### config.mk
export PLATFORM = sky130hd
export DESIGN_NAME = tcb_fifo
export DESIGN_NICKNAME = d
export VERILOG_FILES = /design/src/rtl/tcb_pkg.sv /design/src/rtl/tcb_fifo.sv
export SDC_FILE = /design/constraint.sdc
export NUM_CORES = 1
export LEC_CHECK = 0
export BUFFER_PORTS_ARGS = -buffer_cell sky130_fd_sc_hd__buf_2
export CAP_MARGIN = 20
export CORE_UTILIZATION = 55
export DETAILED_ROUTE_END_ITERATION = 6
export HOLD_SLACK_MARGIN = 0.15
export PLACE_DENSITY = 0.73
export SLEW_MARGIN = 20
export SYNTH_ARGS = -nofsm -noshare
export SYNTH_HDL_FRONTEND = slang
export SYNTH_SLANG_ARGS = --single-unit
### constraint.sdc
create_clock -name clk -period 8.5 [get_ports clk]
set_clock_uncertainty 0.05 [all_clocks]
set_input_delay 1.275 -clock clk [delete_from_list [all_inputs] [get_ports clk]]
set_output_delay 1.275 -clock clk [all_outputs]
set_load 0.02 [all_outputs]
### src/rtl/tcb_pkg.sv
package tcb_pkg;

  typedef enum logic [2:0] {
    CMD_TEXEL   = 3'd0,
    CMD_SHADE   = 3'd1,
    CMD_RECOLOR = 3'd2,
    CMD_BLEND   = 3'd3,
    CMD_START   = 3'd4,
    CMD_PIXEL   = 3'd5
  } cmd_e;

  typedef enum logic [2:0] {
    MODE_PLAIN         = 3'd0,
    MODE_SRC_HIGH      = 3'd1,
    MODE_DEST_HIGH     = 3'd2,
    MODE_RECOLOR       = 3'd3,
    MODE_RECOLOR_BLEND = 3'd4
  } mode_e;

  localparam logic [1:0] CFG_CENTER_ROW  = 2'd0;
  localparam logic [1:0] CFG_VIEW_HEIGHT = 2'd1;
  localparam logic [1:0] CFG_VIEW_TOP    = 2'd2;
  localparam logic [1:0] CFG_VIEW_LEFT   = 2'd3;

  localparam logic [9:0]  CENTER_ROW_RST  = 10'd100;
  localparam logic [10:0] VIEW_HEIGHT_RST = 11'd168;

  // texel index reduction: q = (t * recip) >> MOD_SHIFT, then one correction
  localparam int MOD_SHIFT = 24;
  localparam int TPROD_W   = 34;
  localparam int Q_W       = 10;

  localparam int FIFO_DEPTH = 8;

  typedef struct packed {
    logic [2:0]         command;
    logic [15:0]        table_index;
    logic [7:0]         table_value;
    logic [9:0]         first_row;
    logic [9:0]         last_row;
    logic [9:0]         view_column;
    logic signed [31:0] texture_middle;
    logic signed [31:0] inverse_scale;
    logic [2:0]         draw_mode;
    logic [7:0]         dest_pixel;
  } req_t;

  typedef struct packed {
    logic [9:0]  center_row;
    logic [10:0] view_height;
    logic [9:0]  view_top;
    logic [9:0]  view_left;
  } cfg_t;

  typedef struct packed {
    logic               valid;
    cmd_e               cmd;
    logic [15:0]        idx;
    logic [7:0]         val;
    mode_e              mode;
    logic [7:0]         dest;
    logic [10:0]        row;
    logic [10:0]        col;
    logic               last;
    logic [15:0]        tpos;
    logic [TPROD_W-1:0] tprod;
  } item_t;

  typedef struct packed {
    logic [10:0] row;
    logic [10:0] col;
    logic [7:0]  pix;
    logic        last;
  } result_t;

endpackage

### src/rtl/tcb_fifo.sv
module tcb_fifo #(
  parameter int DEPTH = 8
) (
  input  logic             clk,
  input  logic             rst,
  input  logic             push,
  input  tcb_pkg::result_t push_data,
  input  logic             pop,
  output logic             valid,
  output tcb_pkg::result_t data
);

  localparam int AW = (DEPTH > 1) ? $clog2(DEPTH) : 1;
  localparam int CW = $clog2(DEPTH + 1);

  tcb_pkg::result_t mem [DEPTH];
  logic [AW-1:0] wr_ptr, rd_ptr;
  logic [CW-1:0] count;

  assign valid = count != '0;
  assign data  = mem[rd_ptr];

  always_ff @(posedge clk) begin
    if (rst) begin
      wr_ptr <= '0;
      rd_ptr <= '0;
      count  <= '0;
    end else begin
      if (push) begin
        wr_ptr <= (wr_ptr == AW'(DEPTH - 1)) ? '0 : wr_ptr + AW'(1);
      end
      if (pop) begin
        rd_ptr <= (rd_ptr == AW'(DEPTH - 1)) ? '0 : rd_ptr + AW'(1);
      end
      count <= count + CW'(push) - CW'(pop);
    end
  end

  always_ff @(posedge clk) begin
    if (push) begin
      mem[wr_ptr] <= push_data;
    end
  end

  a_no_overflow: assert property (@(posedge clk) disable iff (rst)
    (push && !pop) |-> count != CW'(DEPTH))
    else $error("result queue overflow");

  a_no_underflow: assert property (@(posedge clk) disable iff (rst)
    pop |-> valid)
    else $error("result queue underflow");

endmodule

==> results_dict.tcl, run 1 <==
set metrics [dict create \
    maxSlewHeadroom 0.305 \
    gp_routability_congestion 0.673 \
    postCtsHoldBufs 0 \
    die_y_um 138 \
    status "finished clean" \
    htreeDepth 1 \
    antenna_found_initial 3 \
    fin_ws_ns 4.45 \
    synth_largest_area_cell "edfxtp_1" \
    vdd.ir_drop.worst_uv 128 \
    drive_gt1_frac 0.286 \
    cp_max_fo 62 \
    start_util 0.565 \
    p_per_area_nw_per_um2 234 \
    grt_max_degree 63 \
    swShare 0.207 \
    end_kind "primary output" \
    gr-usage-all-layers 0.189 \
    clock_latency_ns 0.51 \
    critPathTopFamily "flip-flops" \
    cts-root-buf "clkbuf_16" \
    p_seq_frac 0.537 \
    tightest_slew_ns 1.04 \
    crit_chain "mux4_1 -> mux2_2 -> buf_2" \
    synthTopCellsByCount "248 x edfxtp_1, 62 x mux4_1, 31 x mux2_2, 13 x dfxtp_1, 11 x nor2_1" \
    max_freq_mhz 247 \
    syn_to_final_growth_pct 14.0 \
    syn_inst 429 \
    tns_ns 0 \
    fillCellCount 1188 \
    yosysMostFrequentCell "edfxtp_1" \
    cts_setup_buffers 0 \
    path_class "reg -> out" \
    timing.final.crit_share 0.477 \
    drv_cap 0 \
    required_ns 7.17 \
    pwr-share-comb 0.073 \
    rows 49 \
    p_leak_nw 3.88 \
    synth-main-ff-cell "edfxtp_1" \
    wirelength_um 17500 \
    die_area_um2 19100 \
    first_global_vias 4692 \
    cts.sinks 261 \
    internal_power_mw 2.16 \
    drt_iter0_markers 256 \
    numCtsBuffers 25 \
    start_kind "register" \
    syn-cell-area_um2 10200 \
    multi_input_area_um2 2380 \
    seq_area_um2 7710 \
    drt-pass1-iter-count 4 \
    io_pins 67 \
    gr-total-overflow 0 \
    cts.clk_slew.worst_paths_ns 0.06 \
    cts_buffer_depth 3 \
    cp_num_buf_inv 1 \
    vias 4480 \
    p_sw_mw 0.564 \
    setup_violations 0 \
    ys_warn_count 0 \
    ys_ff_latch 261 \
    synth_nets 474 \
    ys_seq_area_frac 0.757 \
    postRouteAntennaNets 0 \
    nets 559 \
    power_mw 2.72 \
    maxSlewViolCount 0 \
    synth_edf_count 248 \
    portBuffers 66 \
    ctsResizeCount 0 \
    wl_per_cell_um 23.0 \
    cts_tree "built" \
    final_cells 762 \
    clkPwrFrac 0.390 \
    grt_pass1_wl_um 26900 \
    ys_async_sr_fraction 0 \
    period_needed_ns 4.05 \
    yosysUniqueCellTypes 23 \
    min_path_type "reg -> reg" \
    core_area_um2 18000 \
    hold_viol 0 \
    synth_top_area_frac 0.731 \
    place_ws_ns 4.96 \
    syn_area_per_cell_um2 23.7 \
    drc_errors 0 \
    die-width_um 138 \
    hpwl_um 9270 \
    cp.arrival_ns 2.73 \
    dp.cells 716 \
    max_stage_delay_ns 1.03 \
    rsz0062_at_grt "false" \
    ys_top_cells_by_area "edfxtp_1 73%, mux4_1 16%, mux2_2 3.4%" \
    cp_slowest_cell "dfxtp_4" \
    viasPerCell 5.88 \
]
worst min-delay path, stage by stage (launching register included):
cell and delay (ns):
dfxtp_1 0.32, nand2_1 0.06, a21oi_1 0.07
cells by family after synthesis:
group	after synthesis	share of synthesized area
xor gates and xnor gates	1	0.000860
AOI/OAI and AO/OA	7	0.00381
and+or+nand+nor	30	0.0149
buffers and inverters	25	0.0144
muxes	95	0.196
DFF	261	0.757
adders and majority gates	10	0.0130
final timing paths:
path,slack [ns],startpoint,cells after the start,to
hold / removal,0.45,rd_ptr[1],2,register
setup reg to reg,6.51,wr_ptr[1],3,mem[3][21]
hold reg to reg,0.45,rd_ptr[1],2,register
setup / recovery,4.45,register,3,data[15]
power by group through the flow:
stage / logic (mW) / clock network, mW / registers, mW
4_1_cts: 0.200 / 1.08 / 1.46
3_3_place_gp: 0.189 / 0 / 1.49
3_5_place_dp: 0.199 / 0 / 1.49
5_1_grt: 0.215 / 1.13 / 1.47
6_report: 0.197 / 1.06 / 1.46
2_1_floorplan: 0.144 / 0 / 1.47
cell type report:
type                            count  area share
Sequential cell                   261       0.665
Multi-Input combinational cell    143       0.205
Clock buffer                       29      0.0552
Timing Repair Buffer               76      0.0349
Tap cell                          229      0.0247
Clock inverter                     15      0.0124
Inverter                            7     0.00226
Antenna cell                        2    0.000431
per-layer routing:
| layer | global-route usage | wire length [um] | vias up |
|---|---|---|---|
| met5 | 0 | 13 | - |
| li1 | - | - | 2014 |
| met3 | 0.0353 | 840 | 33 |
| met2 | 0.317 | 8810 | 107 |
| met4 | 0.0659 | 433 | 2 |
| met1 | 0.250 | 7420 | 2324 |
cell usage in the layout, fill, tap and decap left out:
| cell | n |
|---|---|
| a21oi_1 | 5 |
| a31o_2 | 1 |
| buf_2 | 66 |
| buf_4 | 10 |
| bufinv_16 | 3 |
| clkbuf_1 | 4 |
| clkbuf_16 | 25 |
| clkinv_1 | 7 |
| clkinv_2 | 4 |
| clkinvlp_4 | 1 |
| dfxtp_1 | 10 |
| dfxtp_2 | 2 |
| dfxtp_4 | 1 |
| diode_2 | 2 |
| edfxtp_1 | 248 |
| fa_1 | 1 |
| ha_1 | 9 |
| inv_1 | 7 |
| mux2_2 | 31 |
| mux2i_1 | 2 |
| mux4_1 | 62 |
| nand2_1 | 3 |
| nand2b_1 | 6 |
| nand3_1 | 2 |
| nand3b_1 | 2 |
| nor2_1 | 5 |
| nor2_4 | 6 |
| nor2b_1 | 3 |
| nor3_2 | 2 |
| nor3b_1 | 1 |
| o21ai_0 | 1 |
| xnor2_1 | 1 |
flip-flops by register name, indices dropped and copies added (netlist names), named ones only:
| name | count |
|---|---|
| rd_ptr | 3 |
| mem | 248 |
| wr_ptr | 3 |
| count | 4 |
stage by stage:
step	utilization	instance area [um2]	hold WS, ns
global route	0.644	11600	0.471
global placement	0.600	10800	0.422
finish	0.644	11600	0.449
floorplan	-	10200	0.407
detailed placement	0.600	10800	0.445
CTS	0.644	11600	0.448
No activity file was read; power rests on OpenSTA's default activity.
==> run 2, diff against run 1 <==
CORE_UTILIZATION = 54   (was 55)
PLACE_DENSITY = 0.75   (was 0.73)
clock period = 3.53 ns   (was 8.5 ns; I/O delays follow)
==> results_dict.tcl, run 2 (synthesized netlist as in run 1, its figures left out) <==
set metrics [dict create \
    first_global_vias 4694 \
    layout_commonest_cell "edfxtp_1" \
    drc_errors 0 \
    setup_violations 0 \
    required_ns 2.95 \
    die_y_um 139 \
    core_area_um2 18200 \
    p_per_area_nw_per_um2 561 \
    timing.final.crit_share 0.883 \
    mostFrequentLayoutCells "248 x edfxtp_1, 66 x buf_2, 62 x mux4_1, 31 x mux2_2, 27 x clkbuf_16" \
    gr-usage-all-layers 0.190 \
    start_util 0.559 \
    maxSlewHeadroom 0.330 \
    viasPerCell 5.82 \
    gp_routability_congestion 0.685 \
    portBuffers 66 \
    cp_max_fo 30 \
    hold_viol 0 \
    drt_iter0_markers 300 \
    cts-root-buf "clkbuf_16" \
    hpwl_um 10400 \
    cts.clk_slew.worst_paths_ns 0.06 \
    period_needed_ns 3.12 \
    postCtsHoldBufs 0 \
    drt-pass1-iter-count 6 \
    vdd.ir_drop.worst_uv 429 \
    max_freq_mhz 321 \
    min_from "push_data[8]" \
    fin_util 0.642 \
    final_cells 771 \
    path_class "reg -> out" \
    grt_pass1_wl_um 27300 \
    syn_to_final_growth_pct 14.8 \
    maxSlewViolCount 0 \
    cp.arrival_ns 2.54 \
    rows 49 \
    tns_ns 0 \
    largest_reg_flops 248 \
    tightest_slew_ns 1.00 \
    p_leak_nw 3.93 \
    numCtsBuffers 26 \
    cts_tree "built" \
    nets 567 \
    grt_max_degree 32 \
    cts.sinks 261 \
    drv_cap 0 \
    reg_top3 "mem x248, count x4" \
    regMostFlops "mem" \
    end_kind "primary output" \
    rsz0062_at_grt "false" \
    cts_setup_buffers 0 \
    cts_buffer_depth 3 \
    antenna_found_initial 1 \
    vias 4488 \
    status "finished clean" \
    clock_latency_ns 0.51 \
    start_kind "register" \
    die-width_um 139 \
    ctsResizeCount 0 \
    r2r-start "wr_ptr[1]" \
    min_path_type "in -> reg" \
    wl_per_cell_um 23.1 \
    diodes 0 \
    drive_gt1_frac 0.303 \
    io_pins 67 \
    die_area_um2 19400 \
    dp.cells 723 \
    wirelength_um 17800 \
    gr-total-overflow 0 \
    htreeDepth 1 \
    postRouteAntennaNets 0 \
]
run 2: cell count changes in the layout (fill, tap and decap cells not counted), sizes merged:
| cell | change |
|---|---|
| buf | +7 |
| bufinv | -2 |
| clkbuf | +1 |
| clkinv | +2 |
| clkinvlp | +2 |
| diode | -2 |
| inv | +1 |
run 2: path summary, 6_finish.rpt:
path,end,slack [ns],depth (start not counted)
setup / recovery,data[16],0.41,4
hold / removal,mem[1][8],0.21,1
setup reg to reg,mem[3][26],1.60,3
hold reg to reg,register,0.48,2
run 2: critical path: stages, from the launching register on:
cell and delay [ns]:
dfxtp_4 0.67, buf_4 0.32, mux4_1 0.58, mux2_2 0.28, buf_2 0.16
run 2: cell type report:
| cell class | count | area, um2 |
|---|---|---|
| Clock inverter | 18 | 118 |
| Clock buffer | 30 | 687 |
| Sequential cell | 261 | 7710 |
| Tap cell | 229 | 287 |
| Multi-Input combinational cell | 143 | 2380 |
| Inverter | 7 | 26.3 |
| Fill cell | 1181 | 6520 |
| Timing Repair Buffer | 83 | 470 |
run 2: report_power, final:
part           leakage, nW  internal [mW]  switching [mW]
combinational         1.18          0.225           0.264
clock                0.390           1.47            1.09
sequential            2.36           3.47          0.0430
run 2: metrics by stage:
step / power, mW / hold slack, ns / worst slack [ns] / cell area [um2]
5_1_grt: 6.77 / 0.217 / 0.305 / 11700
6_report: 6.56 / 0.214 / 0.414 / 11700
4_1_cts: 6.61 / 0.194 / 0.365 / 11700
2_1_floorplan: 3.90 / 0.407 / 0.248 / 10200
3_3_place_gp: 4.05 / 0.466 / 0.943 / 10900
3_5_place_dp: 4.07 / 0.475 / 0.914 / 10900
run 2: per-layer routing:
metal,up-vias,GRT usage,share of wire
met2,104,0.323,0.51
met3,17,0.0344,0.052
met1,2332,0.256,0.43
li1,2035,-,-
met4,0,0.0515,0.014
met5,-,0,0
==> run 3, diff against run 2 <==
CORE_UTILIZATION = 50   (was 54)
PLACE_DENSITY = 0.7   (was 0.75)
==> results_dict.tcl, run 3 (synthesized netlist as in run 1, its figures left out) <==
set metrics [dict create \
    status "finished clean" \
    top_layer "met5" \
    postRouteAntennaNets 0 \
    clock_latency_ns 0.51 \
    max_stage_delay_ns 0.64 \
    cts_buffer_depth 3 \
    crit_chain "buf_12 -> mux4_1 -> mux2_2 -> buf_2" \
    nets 565 \
    cp_slowest_cell "mux4_1" \
    gp_routability_congestion 0.664 \
    rows 51 \
    viasPerCell 5.61 \
    vias 4523 \
    cts.sinks 261 \
    cp_num_buf_inv 2 \
    path_class "reg -> out" \
    max_freq_mhz 335 \
    mostFrequentLayoutCells "248 x edfxtp_1, 66 x buf_2, 62 x mux4_1, 31 x mux2_2, 27 x clkbuf_16" \
    drive_gt1_frac 0.306 \
    die-width_um 145 \
    gr-total-overflow 0 \
    min_path_type "in -> reg" \
    cp.arrival_ns 2.40 \
    drv_cap 0 \
    portBuffers 66 \
    tns_ns 0 \
    drt-pass1-iter-count 4 \
    first_global_vias 4752 \
    largest_reg_flops 248 \
    period_needed_ns 2.98 \
    reg_top3 "mem x248, count x4" \
    grt_max_degree 63 \
    io_pins 67 \
    wirelength_um 18000 \
    final_cells 806 \
    end_kind "primary output" \
    fillCellCount 1332 \
    grt_pass1_wl_um 27000 \
    cts_setup_buffers 0 \
    cp_max_fo 58 \
    drc_errors 0 \
    dp.cells 756 \
    antenna_found_initial 3 \
    rsz0062_at_grt "false" \
    gr-usage-all-layers 0.179 \
    postCtsHoldBufs 0 \
    p_per_area_nw_per_um2 597 \
    cts_tree "built" \
    setup_violations 0 \
    wl_met2_um 9010 \
    maxSlewViolCount 0 \
    drt-met1-wl_um 7690 \
    wl_per_cell_um 22.3 \
    hold_viol 0 \
    start_kind "register" \
    cts.clk_slew.worst_paths_ns 0.06 \
    die_y_um 145 \
    numCtsBuffers 27 \
    tightest_slew_ns 0.576 \
    regMostFlops "mem" \
    critPathTopFamily "multiplexers" \
    p_leak_nw 4.00 \
    layout_commonest_cell "edfxtp_1" \
    die_area_um2 20900 \
    htreeDepth 1 \
    maxSlewHeadroom 0.616 \
    vdd.ir_drop.worst_uv 376 \
    required_ns 2.95 \
    hpwl_um 9910 \
    syn_to_final_growth_pct 16.9 \
    ctsResizeCount 0 \
    cts-root-buf "clkbuf_16" \
    start_util 0.516 \
    drt_iter0_markers 257 \
    timing.final.crit_share 0.845 \
    route.met3.wl_um 978 \
    core_area_um2 19700 \
]
==> run 3: cell count changes in the layout (fill, tap and decap cells not counted), sizes merged <==
| cell | delta |
|---|---|
| clkinvlp | -1 |
| clkinv | -3 |
| bufinv | +7 |
| buf | -3 |
| clkbuf | -2 |
| diode | +1 |
==> run 3: metrics by stage <==
stage	setup WS, ns	hold WS, ns	total power [mW]	area, um2	utilization
6_report	0.548	0.226	7.11	11900	0.604
5_1_grt	0.475	0.220	7.33	11900	0.604
4_1_cts	0.516	0.206	7.18	11900	0.604
3_5_place_dp	1.07	0.455	4.08	10900	0.554
3_3_place_gp	1.10	0.445	4.05	10900	0.554
2_1_floorplan	0.248	0.407	3.90	10200	-
==> run 3: worst register-to-register path, cell delays in order (launching register included) <==
cell     delay [ns]
dfxtp_1        0.37
nand2_1        0.23
nor2_4         0.36
buf_4          0.47
==> run 3: cell type report <==
class / instances / area (um2) / share of cell area
flip-flops and latches: 261 / 7710 / 0.648
well taps: 265 / 332 / 0.0279
clock inverters: 21 / 307 / 0.0257
diodes: 1 / 2.50 / 0.000210
repair buffers: 80 / 460 / 0.0387
multi-input cells: 143 / 2380 / 0.200
inverters: 7 / 26.3 / 0.00221
clock buffers: 28 / 679 / 0.0571
==> run 3: layer usage <==
| layer | track usage | vias to the layer above |
|---|---|---|
| met5 | 0 | - |
| met4 | 0.0432 | 4 |
| met3 | 0.0382 | 26 |
| met2 | 0.299 | 112 |
| met1 | 0.242 | 2351 |
| li1 | - | 2030 |
==> run 3: final timing paths <==
| kind | start | end | slack [ns] | cells after the start |
|---|---|---|---|---|
| worst min register to register | rd_ptr[1] | register | 0.46 | 2 |
| worst max register to register | wr_ptr[0] | mem[3][18] | 1.68 | 3 |
| worst min-delay path | push_data[12] | mem[3][12] | 0.23 | 1 |
| worst max-delay path | register | data[30] | 0.55 | 4 |
==> run 3: power by group <==
| part | leakage, nW | switching (mW) | internal, mW | total [mW] |
|---|---|---|---|---|
| clock network | 0.477 | 1.13 | 1.98 | 3.11 |
| registers | 2.36 | 0.0277 | 3.47 | 3.49 |
| logic | 1.17 | 0.282 | 0.226 | 0.508 |
